$ cat config.mk
export PLATFORM = sky130hd
export DESIGN_NAME = key_hash_partition_select_top_flat
export DESIGN_NICKNAME = d
export VERILOG_FILES = /design/src/hw/rtl/khps_pkg.sv /design/src/hw/rtl/khps_ifs.sv /design/src/hw/rtl/key_hash_partition_select_top.sv /design/src/flat_wrapper.sv
export SDC_FILE = /design/constraint.sdc
export NUM_CORES = 1
export LEC_CHECK = 0
export ABC_AREA = 1
export BUFFER_PORTS_ARGS = -buffer_cell sky130_fd_sc_hd__buf_2
export CAP_MARGIN = 20
export CORE_UTILIZATION = 60
export DETAILED_ROUTE_END_ITERATION = 6
export HOLD_SLACK_MARGIN = 0.05
export PLACE_DENSITY_LB_ADDON = 0.15
export SYNTH_ARGS = -nofsm -noshare
export SYNTH_HDL_FRONTEND = slang
export SYNTH_SLANG_ARGS = --single-unit
$ cat constraint.sdc
create_clock -name clk -period 13.6 [get_ports clk]
set_input_delay 1.36 -clock clk [delete_from_list [all_inputs] [get_ports clk]]
set_output_delay 1.36 -clock clk [all_outputs]
set_load 0.02 [all_outputs]
$ cat src/hw/rtl/khps_pkg.sv
package khps_pkg;

    localparam int unsigned HASH_W = 32;
    localparam int unsigned STEP_W = 5;  // log2(HASH_W), width of the divider step counter

    localparam logic [HASH_W-1:0] FNV_BASIS = 32'd2166136261;
    localparam logic [HASH_W-1:0] FNV_PRIME = 32'd16777619;

    // sequencer states
    localparam logic [1:0] ST_IDLE = 2'd0;
    localparam logic [1:0] ST_DIV  = 2'd1;
    localparam logic [1:0] ST_FIN  = 2'd2;

    typedef logic [HASH_W-1:0] hash_t;

    // one FNV-1a round, product kept modulo 2^32
    function automatic hash_t fnv_round(input hash_t h, input logic [7:0] b);
        hash_t mixed;
        mixed = h ^ hash_t'(b);
        return mixed * FNV_PRIME;  // low word of a 32x32 product
    endfunction

endpackage

$ cat src/hw/rtl/khps_ifs.sv
interface khps_item_if;
    logic       valid;
    logic       ready;
    logic [7:0] key_byte;
    logic       byte_valid;
    logic       last;

    modport source (output valid, key_byte, byte_valid, last, input ready);
    modport sink   (input valid, key_byte, byte_valid, last, output ready);
endinterface

interface khps_result_if;
    logic                     valid;
    logic                     ready;
    logic [khps_pkg::HASH_W-1:0] partition;
    logic                     bad_count;

    modport source (output valid, partition, bad_count, input ready);
    modport sink   (input valid, partition, bad_count, output ready);
endinterface

interface khps_cfg_if;
    logic                     valid;
    logic                     ready;
    logic [khps_pkg::HASH_W-1:0] data;

    modport source (output valid, data, input ready);
    modport sink   (input valid, data, output ready);
endinterface

$ cat src/hw/rtl/key_hash_partition_select_top.sv
// Channel     Dir  Payload                          Handshake
// item_in     in   key_byte[7:0] byte_valid last    valid/ready
// result_out  out  partition[31:0] bad_count        valid/ready
// cfg_wr      in   data[31:0] -> count_reg          valid/ready (ready tied high)
//
// A non-last item is absorbed in ST_IDLE (one FNV round through the multiplier).
// A last item with a nonzero count and non-empty key is accepted, then takes 32
// restoring-divide steps on the shared subtractor before ST_FIN loads the result
// register; an empty key or zero count skips the divide and goes to ST_FIN.
// item_in.ready is low while a key end is being divided; the result register
// lets new items in while an earlier result waits; a stalled result holds the
// final step. Reset: hash = FNV offset basis, count = 1, no result pending.
module key_hash_partition_select_top (
    input  logic              clk,
    input  logic              rst_n,
    khps_item_if.sink         item_in,
    khps_result_if.source     result_out,
    khps_cfg_if.sink          cfg_wr
);

    logic [1:0]                       state_reg, state_next;
    logic [khps_pkg::STEP_W-1:0]      step_reg, step_next;
    khps_pkg::hash_t                  hash_reg, hash_next;
    logic                             nonempty_reg, nonempty_next;
    khps_pkg::hash_t                  count_reg;
    khps_pkg::hash_t                  dvd_reg, dvd_next;     // dividend, shifted out MSB first
    khps_pkg::hash_t                  rem_reg, rem_next;     // partial remainder
    logic                             zero_reg, zero_next;   // result forced to 0
    logic                             bad_reg, bad_next;
    logic                             out_valid_reg, out_valid_next;
    khps_pkg::hash_t                  out_part_reg, out_part_next;
    logic                             out_bad_reg, out_bad_next;

    logic                             in_acc;
    khps_pkg::hash_t                  hash_upd;
    logic                             nonempty_upd;
    logic [khps_pkg::HASH_W:0]        rem_shift;
    logic [khps_pkg::HASH_W+1:0]      diff;
    logic                             out_free;

    assign item_in.ready = (state_reg == khps_pkg::ST_IDLE);
    assign in_acc        = item_in.valid && item_in.ready;
    assign cfg_wr.ready  = 1'b1;

    assign hash_upd     = item_in.byte_valid
                        ? khps_pkg::fnv_round(hash_reg, item_in.key_byte) : hash_reg;
    assign nonempty_upd = nonempty_reg | item_in.byte_valid;

    // shared shift-subtract unit: one quotient bit per cycle
    assign rem_shift = {rem_reg, dvd_reg[khps_pkg::HASH_W-1]};
    assign diff      = {1'b0, rem_shift} - {2'b00, count_reg};
    assign out_free  = !out_valid_reg || result_out.ready;

    always_comb
    begin
        state_next     = state_reg;
        step_next      = step_reg;
        hash_next      = hash_reg;
        nonempty_next  = nonempty_reg;
        dvd_next       = dvd_reg;
        rem_next       = rem_reg;
        zero_next      = zero_reg;
        bad_next       = bad_reg;
        out_valid_next = out_valid_reg && !result_out.ready;
        out_part_next  = out_part_reg;
        out_bad_next   = out_bad_reg;

        case (state_reg)
            khps_pkg::ST_IDLE:
            begin
                if (in_acc)
                begin
                    if (item_in.last)
                    begin
                        // key end: hand the hash to the divider, restart the key
                        hash_next     = khps_pkg::FNV_BASIS;
                        nonempty_next = 1'b0;
                        dvd_next      = hash_upd;
                        rem_next      = '0;
                        step_next     = '0;
                        bad_next      = (count_reg == '0);
                        zero_next     = (count_reg == '0) || !nonempty_upd;
                        state_next    = zero_next ? khps_pkg::ST_FIN : khps_pkg::ST_DIV;
                    end
                    else
                    begin
                        hash_next     = hash_upd;
                        nonempty_next = nonempty_upd;
                    end
                end
            end
            khps_pkg::ST_DIV:
            begin
                rem_next  = diff[khps_pkg::HASH_W+1] ? rem_shift[khps_pkg::HASH_W-1:0]
                                                     : diff[khps_pkg::HASH_W-1:0];
                dvd_next  = {dvd_reg[khps_pkg::HASH_W-2:0], 1'b0};
                step_next = step_reg + 1'b1;
                if (step_reg == '1)
                    state_next = khps_pkg::ST_FIN;
            end
            khps_pkg::ST_FIN:
            begin
                if (out_free)
                begin
                    out_valid_next = 1'b1;
                    out_part_next  = zero_reg ? '0 : rem_reg;
                    out_bad_next   = bad_reg;
                    state_next     = khps_pkg::ST_IDLE;
                end
            end
            default:
            begin
                state_next = khps_pkg::ST_IDLE;
            end
        endcase
    end

    always_ff @(posedge clk or negedge rst_n)
    begin
        if (!rst_n)
        begin
            state_reg     <= khps_pkg::ST_IDLE;
            hash_reg      <= khps_pkg::FNV_BASIS;
            nonempty_reg  <= 1'b0;
            count_reg     <= khps_pkg::HASH_W'(1);
            out_valid_reg <= 1'b0;
        end
        else
        begin
            state_reg     <= state_next;
            hash_reg      <= hash_next;
            nonempty_reg  <= nonempty_next;
            out_valid_reg <= out_valid_next;
            if (cfg_wr.valid && cfg_wr.ready)
                count_reg <= cfg_wr.data;
        end
    end

    // datapath, no reset
    always_ff @(posedge clk)
    begin
        step_reg     <= step_next;
        dvd_reg      <= dvd_next;
        rem_reg      <= rem_next;
        zero_reg     <= zero_next;
        bad_reg      <= bad_next;
        out_part_reg <= out_part_next;
        out_bad_reg  <= out_bad_next;
    end

    assign result_out.valid     = out_valid_reg;
    assign result_out.partition = out_part_reg;
    assign result_out.bad_count = out_bad_reg;

    // ---- checks ----
    a_no_accept_busy: assert property (@(posedge clk) disable iff (!rst_n)
        (state_reg != khps_pkg::ST_IDLE) |-> !item_in.ready)
        else $error("item accepted while divider busy");

    a_last_blocks: assert property (@(posedge clk) disable iff (!rst_n)
        (in_acc && item_in.last) |=> !item_in.ready)
        else $error("key end did not start the divider");

    a_rem_range: assert property (@(posedge clk) disable iff (!rst_n)
        (state_reg == khps_pkg::ST_FIN && !zero_reg) |-> (rem_reg < count_reg))
        else $error("remainder not below partition count");

    a_bad_zero: assert property (@(posedge clk) disable iff (!rst_n)
        (out_valid_reg && out_bad_reg) |-> (out_part_reg == '0))
        else $error("bad count result with nonzero partition");

endmodule
$ cat src/flat_wrapper.sv
// flat-port wrapper written by rule: the top's interface ports become plain ports
module key_hash_partition_select_top_flat 
  (clk, rst_n, item_in_valid, item_in_key_byte, item_in_byte_valid, item_in_last, item_in_ready, result_out_valid, result_out_partition, result_out_bad_count, result_out_ready, cfg_wr_valid, cfg_wr_data, cfg_wr_ready);
  khps_item_if item_in_i ();
  khps_result_if result_out_i ();
  khps_cfg_if cfg_wr_i ();
  input  logic clk;
  input  logic rst_n;
  input wire logic [$bits(item_in_i.valid)-1:0] item_in_valid;
  input wire logic [$bits(item_in_i.key_byte)-1:0] item_in_key_byte;
  input wire logic [$bits(item_in_i.byte_valid)-1:0] item_in_byte_valid;
  input wire logic [$bits(item_in_i.last)-1:0] item_in_last;
  output wire logic [$bits(item_in_i.ready)-1:0] item_in_ready;
  output wire logic [$bits(result_out_i.valid)-1:0] result_out_valid;
  output wire logic [$bits(result_out_i.partition)-1:0] result_out_partition;
  output wire logic [$bits(result_out_i.bad_count)-1:0] result_out_bad_count;
  input wire logic [$bits(result_out_i.ready)-1:0] result_out_ready;
  input wire logic [$bits(cfg_wr_i.valid)-1:0] cfg_wr_valid;
  input wire logic [$bits(cfg_wr_i.data)-1:0] cfg_wr_data;
  output wire logic [$bits(cfg_wr_i.ready)-1:0] cfg_wr_ready;
  assign item_in_i.valid = item_in_valid;
  assign item_in_i.key_byte = item_in_key_byte;
  assign item_in_i.byte_valid = item_in_byte_valid;
  assign item_in_i.last = item_in_last;
  assign item_in_ready = item_in_i.ready;
  assign result_out_valid = result_out_i.valid;
  assign result_out_partition = result_out_i.partition;
  assign result_out_bad_count = result_out_i.bad_count;
  assign result_out_i.ready = result_out_ready;
  assign cfg_wr_i.valid = cfg_wr_valid;
  assign cfg_wr_i.data = cfg_wr_data;
  assign cfg_wr_ready = cfg_wr_i.ready;
  key_hash_partition_select_top u_core (.clk(clk), .rst_n(rst_n), .item_in(item_in_i), .result_out(result_out_i), .cfg_wr(cfg_wr_i));
endmodule
==> results of run 1 <==
-- cell type report --
cell class                 count  area share
multi-input combinational   1310      0.5379
clock inverter                13    0.009657
clock buffer                  18     0.02529
sequential                   172      0.2854
timing repair buffer          89     0.02993
inverter                     396     0.08758
tap                          330     0.02433
-- kinds of logic (layout without fill, tap and decap cells) --
group / after synthesis / after routing
AOI/OAI and AO/OA: 289 / 289
adders and majority gates: 294 / 294
DFF: 172 / 172
muxes: 2 / 2
xor gates and xnor gates: 43 / 43
buffers and inverters: 437 / 516
and+or+nand+nor: 681 / 681
other: 1 / 1
-- cell usage after synthesis, drive strengths merged --
library cell  count
a21o              8
o311ai            1
or2              11
a21boi            2
clkbuf           32
nand4            15
nor3             21
nand3           106
nor2            154
o21a              1
conb              1
dfstp            15
xnor2            21
a31o              1
mux2              1
clkinv            1
nand3b            7
ha              219
buf               9
dfrtp            53
xor2             22
inv             395
mux2i             1
o21bai            6
o22ai             3
fa               75
o211ai            5
edfxtp          104
a22oi             4
nor4             11
o21ai           154
a21oi           102
a31oi             2
nand2           354
nor3b             2
-- routing by layer --
metal,up-vias,GRT usage,share of wire
met2,420,0.5967,0.51
met1,6097,0.3836,0.39
met4,0,0.1688,0.050
li1,6319,-,-
met3,106,0.04292,0.051
met5,-,0,0
-- metrics by stage --
stage	hold WS [ns]	area [um^2]
finish	0.5204	16970
global route	0.5453	16970
CTS	0.5231	16920
detailed placement	0.5078	16320
global placement	0.4751	16320
floorplan	0.4003	15650
-- final timing paths --
check / startpoint / endpoint / slack, ns / cells past startpoint
min: u_core.hash_reg[0]$_DFFE_PN1P_ / u_core.hash_reg[0]$_DFFE_PN1P_ / 0.52 / 2
max reg2reg: u_core.hash_reg[19]$_DFFE_PN1P_ / u_core.dvd_reg[30]$_DFFE_PP_ / 7.68 / 21
min in group asynchronous: rst_n / u_core.count_reg[22]$_DFFE_PN0P_ / 1.06 / 1
max: item_in_key_byte[5] / u_core.dvd_reg[31]$_DFFE_PP_ / 7.14 / 24
max in group asynchronous: rst_n / u_core.count_reg[2]$_DFFE_PN0P_ / 11.85 / 1
min reg2reg: u_core.hash_reg[0]$_DFFE_PN1P_ / u_core.hash_reg[0]$_DFFE_PN1P_ / 0.52 / 2
-- worst max-delay path: cells and delay by family --
kind	cells	cell delay (ns)
AND/OR/NAND/NOR	8	1.03
buffers and inverters	6	0.37
XOR/XNOR	1	0.61
adder cells (fa/ha/maj)	8	3.06
AO/OA/AOI/OAI	1	0.21
==> impl_metrics.csv, run 1 <==
group,metric,value,unit
sta,unrepaired_setup_endpoints_after_global_routing,"no",
clock_tree,clk_latency,0.44,ns
synth,ys_seq_area_frac,0.3096,
synth,synth_simple_gate_area_frac,0.1865,
run_status,outcome,"finished, final reports clean",
route,drt_iter0_markers,887,
global_route,grt_max_degree,82,
clock_tree,cts.sinks,172,
sta,slew-limit-headroom,0.3291,
route,wl,42320,um
route,vias_per_cell,5.559,
setup_path,max_stage_delay,0.61,ns
synth,ys_ff_latch,172,
clock_tree,tritoncts,"yes",
route,drt_pass1_iterations,5,
setup_path,cp-start-kind,"input port",
synth,yosysUniqueCellTypes,51,
layout,areaGrowthSynthToFinish,8.485,%
synth,post_synth_instance_area,15650,um^2
clock_tree,cts.clk_slew.worst_paths,0.06,ns
clock_tree,cts_hold_buf,0,
clock_tree,cts_root_buffer,"clkbuf_16",
sta,finalWorstPathRequiredPeriod,6.459,ns
die,top_level_ports,83,
synth,synth_area_per_cell,8.153,um^2
layout,final_cell_count_no_fill,2328,
die,coreArea,25400,um^2
setup_path,critPathRequiredTime,13.77,ns
die,die_width,163.5,um
layout,multiInputGateArea,9129,um^2
synth,synth_fp_nets,2260,
sta,post-route-period-util,0.4750,
sta,tightestPinTransition,1.006,ns
layout,antenna_cells_inserted,0,
die,initial_utilization,0.6160,
layout,mostFrequentLayoutCell,"inv_1",
sta,max_clock_freq,154.8,MHz
global_route,grt-ovfl-total,0,
synth,largest_family_of_logic_cells_by_synthesized_area,"adder cells",
setup_path,critPathCaptureType,"flip-flop",
place,dp_hpwl,33180,um
synth,synth_xor_area_frac,0.02407,
synth,syn_inst,1919,
layout,seqCellArea,4843,um^2
layout,filler_cell_count,2167,
die,floorplan.die.height,163.5,um
global_route,grt_first_pass_wirelength,66900,um
layout,postLayoutCoreUtil,0.6682,
setup_path,critical_path_arrival,6.63,ns
clock_tree,clock_tree.htree_level_count,4,
clock_tree,cts_buffer_depth,2,
synth,synth.top_cells.by_area,"edfxtp_1 20%, ha_1 18%, fa_1 9.6%",
layout,drive_gt1_frac,0.08659,
layout,layout.cells.most_common_list,"390 x inv_1, 349 x nand2_1, 219 x ha_1, 148 x nor2_1, 143 x o21ai_0",
place,numPortBuffers,81,
die,placementRows,58,
place,post-place-cells,2295,
setup_path,critPathSlowestCell,"xor2_1",
place,place.gp.congestion,0.9923,
global_route,grt.total_usage,0.3312,
flow_run,drv_cap,0,
global_route,grt_pass1_vias,12970,
sta,fin_worst_skew,0.01479,ns
setup_path,timing.setup.critical_path_class,"input port to flip-flop",
synth,synth-adder-area-share,0.2711,
place,dp_worst_setup_slack,6.714,ns
clock_tree,postCtsResizedCells,0,
global_route,initial_antenna_violation_count,0,
sta,final-setup-viol-count,0,
setup_path,crit_path_cell_trace,"buf_2 -> xor2_1 -> ha_1 -> ha_1 -> fa_1 -> ha_1 -> fa_1 -> ha_1 -> inv_1 -> fa_1 -> inv_1 -> ha_1 -> nand2_1 -> inv_1 -> a21oi_1 -> nand3_1 -> nand2_1 -> inv_1 -> nor2_1 -> inv_1 -> nand2_1 -> nand3_1 -> nand3_1 -> nand2_1",
route,ant_nets,0,
clock_tree,cts_inserted_buffers,17,
sta,postLayoutSetupSlackWorst,7.141,ns
layout,layout.nets,2327,
clock_tree,post_cts_setup_bufs,0,
synth,ys.warnings.count,0,
synth,netlist.area_leader.share,0.1996,
worst_hold_path,type_of_the_most_critical_hold_path,"flip-flop to flip-flop",
sta,finalHoldViolations,0,
route,drt_drc_violations_left,0,
synth,compound_gate_fraction_of_synth_area,0.09869,
route,wire_per_inst,18.18,um
sta,setup_total_negative_slack,0,ns
sta,final-max-slew-violation-count,0,
setup_path,critical_path_peak_fanout,4,
die,die_area,26720,um^2
route,route.vias.total,12940,
synth,yosys.area.top_type,"edfxtp_1",
synth,synth.mux.area_fraction,0.001360,
Power of run 1 is left out: the tool's default activity adds up to more than one toggle a clock period on the data nets, which glitch-free logic cannot reach.
==> run 2: changes to the inputs <==
- clock period: 13.6 -> 6.54 ns (I/O delays scaled with it)
==> impl_metrics.csv, run 2 (synthesis results as in run 1) <==
group,metric,value,unit
run_status,outcome,"complete, but fails checks",
run_status,failing_checks,"design-rule violations",
sta,final-setup-viol-count,0,
sta,finalHoldViolations,0,
clock_tree,post_cts_setup_bufs,0,
die,die_area,26720,um^2
place,dp_hpwl,33660,um
die,floorplan.die.height,163.5,um
global_route,grt_first_pass_wirelength,68610,um
setup_path,critPathSlowestCell,"dfstp_2",
clock_tree,clock_tree.htree_level_count,4,
clock_tree,cts_hold_buf,0,
route,drt_iter0_markers,1085,
sta,setup_total_negative_slack,0,ns
die,initial_utilization,0.6160,
clock_tree,cts_buffer_depth,2,
die,coreArea,25400,um^2
global_route,grt_pass1_vias,13420,
clock_tree,cts.clk_slew.worst_paths,0.08,ns
sta,finalWorstPathRequiredPeriod,5.868,ns
clock_tree,postCtsResizedCells,0,
route,drt_pass1_iterations,7,
route,vias_per_cell,5.595,
setup_path,worst_path_dominant_cell_family,"adder cells",
global_route,initial_antenna_violation_count,0,
setup_path,critical_path_arrival,6.05,ns
die,top_level_ports,83,
sta,max_clock_freq,170.4,MHz
die,die_width,163.5,um
sta,fin_worst_skew,0.01545,ns
route,wl,42890,um
worst_hold_path,type_of_the_most_critical_hold_path,"input port to asynchronous set/reset pin",
clock_tree,cts_inserted_buffers,17,
place,place.gp.congestion,0.9551,
setup_path,critPathCaptureType,"flip-flop",
layout,drive_gt1_frac,0.09123,
layout,mostFrequentLayoutCell,"inv_1",
clock_tree,tritoncts,"yes",
setup_path,timing.critical_path.depth,23,
layout,layout.cells.most_common_list,"390 x inv_1, 349 x nand2_1, 219 x ha_1, 148 x nor2_1, 143 x o21ai_0",
setup_path,max_stage_delay,0.54,ns
layout,filler_cell_count,2166,
flow_run,drv_cap,0,
setup_path,crit_path_cell_trace,"xor2_1 -> ha_1 -> ha_1 -> fa_1 -> ha_1 -> fa_1 -> ha_1 -> inv_1 -> fa_1 -> inv_1 -> ha_1 -> nand2_1 -> inv_1 -> a21oi_1 -> nand3_1 -> nand2_1 -> inv_1 -> nor2_1 -> inv_1 -> nand2_1 -> nand3_1 -> nand3_1 -> nand2_1",
die,placementRows,58,
sta,unrepaired_setup_endpoints_after_global_routing,"no",
clock_tree,cts_root_buffer,"clkbuf_16",
route,ant_nets,0,
setup_path,critPathBufInv,5,
route,wire_per_inst,18.36,um
global_route,grt-ovfl-total,0,
clock_tree,clk_latency,0.45,ns
layout,layout.nets,2334,
sta,post-route-period-util,0.8973,
setup_path,cp-start-kind,"flip-flop",
clock_tree,cts.sinks,172,
global_route,grt.total_usage,0.3375,
route,drt_drc_violations_left,1,
route,route.vias.total,13070,
sta,tightestPinTransition,1.012,ns
layout,antenna_cells_inserted,0,
global_route,grt_max_degree,82,
setup_path,worst-r2r-cell-count,23,
setup_path,timing.setup.critical_path_class,"flip-flop to flip-flop",
layout,areaGrowthSynthToFinish,8.662,%
setup_path,critPathRequiredTime,6.72,ns
place,numPortBuffers,81,
setup_path,critical_path_peak_fanout,4,
sta,slew-limit-headroom,0.3235,
sta,final-max-slew-violation-count,0,
==> run 2: cell types whose count changed in the layout (fill, tap and decap cells not counted), sizes merged <==
| cell | previous run | this run |
|---|---|---|
| inv | 400 | 403 |
| clkbuf | 18 | 17 |
| buf | 89 | 96 |
| clkinv | 5 | 7 |
| bufinv | 3 | 0 |
==> run 2: routing by layer <==
layer | global-route usage | share of wire | up-vias
li1 | - | - | 6342
met1 | 0.3968 | 0.40 | 6223
met2 | 0.5978 | 0.50 | 394
met3 | 0.04774 | 0.049 | 110
met4 | 0.1717 | 0.051 | 0
met5 | 0 | 0 | -
==> run 2: metrics by stage <==
step           instances  setup slack [ns]  area [um^2]  utilization  hold WS, ns
6_report            2336            0.6720        17000       0.6693       0.3626
5_1_grt             2336            0.4129        17000       0.6693       0.4201
4_1_cts             2334            0.7097        16950       0.6674       0.4115
3_5_place_dp        2302            0.3695        16380       0.6448       0.4692
3_3_place_gp        2302            0.4934        16380       0.6448       0.4862
2_1_floorplan       1919             1.315        15650            -       0.3584
==> run 2: path summary, 6_finish.rpt <==
kind / from / to / slack, ns
worst max-delay path: u_core.hash_reg[6]$_DFFE_PN1P_ / u_core.dvd_reg[31]$_DFFE_PP_ / 0.67
worst min-delay path: rst_n / u_core.count_reg[23]$_DFFE_PN0P_ / 0.36
worst max register to register: u_core.hash_reg[6]$_DFFE_PN1P_ / u_core.dvd_reg[31]$_DFFE_PP_ / 0.67
worst min register to register: u_core.bad_reg$_DFFE_PP_ / u_core.result_out.bad_count$_DFFE_PP_ / 0.48
max in group asynchronous: rst_n / u_core.count_reg[1]$_DFFE_PN0P_ / 5.50
min in group clk: cfg_wr_data[3] / u_core.count_reg[3]$_DFFE_PN0P_ / 0.41
==> run 2: worst register-to-register path: stages, from the launching register on <==
cell,delay [ns]
dfstp_2,0.54
xor2_1,0.48
ha_1,0.34
ha_1,0.31
fa_1,0.49
ha_1,0.21
fa_1,0.48
ha_1,0.29
inv_1,0.05
fa_1,0.53
inv_1,0.04
ha_1,0.34
nand2_1,0.16
inv_1,0.07
a21oi_1,0.24
nand3_1,0.21
nand2_1,0.11
inv_1,0.05
nor2_1,0.22
inv_1,0.07
nand2_1,0.06
nand3_1,0.10
nand3_1,0.12
nand2_1,0.09
==> run 2: final cells by class <==
class | instances | area [um^2] | area share
Clock buffer | 17 | 425.4 | 0.02502
Clock inverter | 15 | 150.1 | 0.008832
Inverter | 396 | 1486 | 0.08744
Multi-Input combinational cell | 1310 | 9129 | 0.5370
Sequential cell | 172 | 4843 | 0.2849
Tap cell | 330 | 412.9 | 0.02429
Timing Repair Buffer | 96 | 553.0 | 0.03253
Power of run 2 is left out for the same reason.
==> run 3: changes to the inputs <==
- CTS_BUF_LIST: not set -> sky130_fd_sc_hd__clkbuf_8
==> impl_metrics.csv, run 3 (synthesis results as in run 1) <==
group,metric,value,unit
run_status,outcome,"finished, final reports clean",
sta,max_clock_freq,170.3,MHz
die,floorplan.die.height,163.5,um
layout,finish.instance_area,16810,um^2
place,numPortBuffers,81,
layout,areaGrowthSynthToFinish,7.437,%
place,place.gp.congestion,0.9551,
setup_path,ff2ff_setup_slack,0.67,ns
clock_tree,clk_latency,0.48,ns
flow_run,drv_cap,0,
sta,finalHoldViolations,0,
setup_path,critical_path_peak_fanout,4,
setup_path,critPathRequiredTime,6.76,ns
place,dp_hpwl,33660,um
setup_path,timing.setup.critical_path_class,"flip-flop to flip-flop",
clock_tree,postCtsResizedCells,0,
setup_path,critPathSlowestCell,"fa_1",
place,postPlaceCellArea,16380,um^2
clock_tree,clock_tree.htree_level_count,4,
layout,antenna_cells_inserted,0,
setup_path,worst-r2r-cell-count,24,
global_route,grt.total_usage,0.3323,
sta,post-route-period-util,0.8980,
setup_path,max_stage_delay,0.52,ns
global_route,grt-ovfl-total,0,
route,ant_nets,0,
sta,final-setup-viol-count,0,
clock_tree,cts_inserted_buffers,17,
route,vias_per_cell,5.583,
sta,fin_worst_skew,0.01915,ns
setup_path,critical_path_arrival,6.09,ns
die,initial_utilization,0.6160,
sta,finalWorstPathRequiredPeriod,5.873,ns
setup_path,critPathCaptureType,"flip-flop",
route,wire_per_inst,18.02,um
layout,mostFrequentLayoutCell,"inv_1",
global_route,grt_max_degree,82,
clock_tree,cts_hold_buf,0,
layout,layout.nets,2334,
setup_path,cp-start-kind,"flip-flop",
clock_tree,post_cts_setup_bufs,0,
die,top_level_ports,83,
clock_tree,cts_buffer_depth,2,
sta,final-max-slew-violation-count,0,
route,drt_drc_violations_left,0,
die,coreArea,25400,um^2
clock_tree,cts_root_buffer,"clkbuf_8",
die,die_width,163.5,um
route,drt_iter0_markers,1169,
clock_tree,tritoncts,"yes",
setup_path,cell_repeated_most_along_the_worst_path,"inv_1",
route,route.vias.total,13040,
sta,tightestPinTransition,1.008,ns
route,drt_pass1_iterations,6,
layout,layout.cells.most_common_list,"390 x inv_1, 349 x nand2_1, 219 x ha_1, 148 x nor2_1, 143 x o21ai_0",
setup_path,crit_path_cell_trace,"xnor2_1 -> inv_1 -> ha_1 -> ha_1 -> fa_1 -> ha_1 -> fa_1 -> ha_1 -> inv_1 -> fa_1 -> inv_1 -> ha_1 -> nand2_1 -> inv_1 -> a21oi_1 -> nand3_1 -> nand2_1 -> inv_1 -> nor2_1 -> inv_1 -> nand2_1 -> nand3_1 -> nand3_1 -> nand2_1",
sta,unrepaired_setup_endpoints_after_global_routing,"no",
global_route,initial_antenna_violation_count,0,
die,placementRows,58,
clock_tree,cts.sinks,172,
clock_tree,cts.clk_slew.worst_paths,0.11,ns
worst_hold_path,type_of_the_most_critical_hold_path,"input port to asynchronous set/reset pin",
layout,drive_gt1_frac,0.09123,
die,die_area,26720,um^2
sta,slew-limit-headroom,0.3277,
global_route,grt_pass1_vias,13380,
sta,setup_total_negative_slack,0,ns
global_route,grt_first_pass_wirelength,67610,um
setup_path,r2r_end,"u_core.dvd_reg[31]$_DFFE_PP_",
setup_path,regToRegStartpoint,"u_core.hash_reg[4]$_DFFE_PN0P_",
route,wl,42100,um
[run 3: worst max-delay path by stage]
stage,start,endpoint,slack (ns)
final,u_core.hash_reg[4]$_DFFE_PN0P_,u_core.dvd_reg[31]$_DFFE_PP_,0.67
after global routing,u_core.hash_reg[6]$_DFFE_PN1P_,u_core.dvd_reg[31]$_DFFE_PP_,0.40
after CTS,u_core.hash_reg[6]$_DFFE_PN1P_,u_core.dvd_reg[31]$_DFFE_PP_,0.70
after detailed placement,item_in_key_byte[4],u_core.dvd_reg[31]$_DFFE_PP_,0.37
after global placement,item_in_key_byte[4],u_core.dvd_reg[31]$_DFFE_PP_,0.49
after floorplan,u_core.state_reg[1]$_DFFE_PN0P_,u_core.dvd_reg[0]$_SDFFCE_PP0P_,1.32
[run 3: metal layers]
metal  track usage  routed length [um]  vias up
met4        0.1650                2029        0
li1              -                   -     6345
met2        0.5921               21020      395
met5             0                   0        -
met3       0.04926                2385      105
met1        0.3879               16670     6197
[run 3: cell type report]
cell class	count	area (um^2)
clock inverters	15	150.1
repair buffers	96	553.0
multi-input cells	1310	9129
fillers	2192	8591
well taps	330	412.9
clock buffers	17	234.0
inverters	396	1486
flip-flops and latches	172	4843
[run 3: critical path, delay by kind of cell (launching register included)]
kind | cells | cell delay [ns]
DFF | 1 | 0.43
xor gates and xnor gates | 1 | 0.41
AOI/OAI and AO/OA | 1 | 0.24
adders and majority gates | 8 | 2.99
buffers and inverters | 6 | 0.46
and+or+nand+nor | 8 | 1.10
[run 3: stage by stage]
stage / hold slack (ns) / util / setup slack, ns / std cells
after floorplan: 0.3584 / - / 1.315 / 1919
after global placement: 0.4862 / 0.6448 / 0.4934 / 2302
after detailed placement: 0.4692 / 0.6448 / 0.3695 / 2302
after CTS: 0.3640 / 0.6599 / 0.7001 / 2334
after global routing: 0.3787 / 0.6618 / 0.4020 / 2336
final: 0.3248 / 0.6618 / 0.6668 / 2336
Power of run 3 is left out for the same reason.
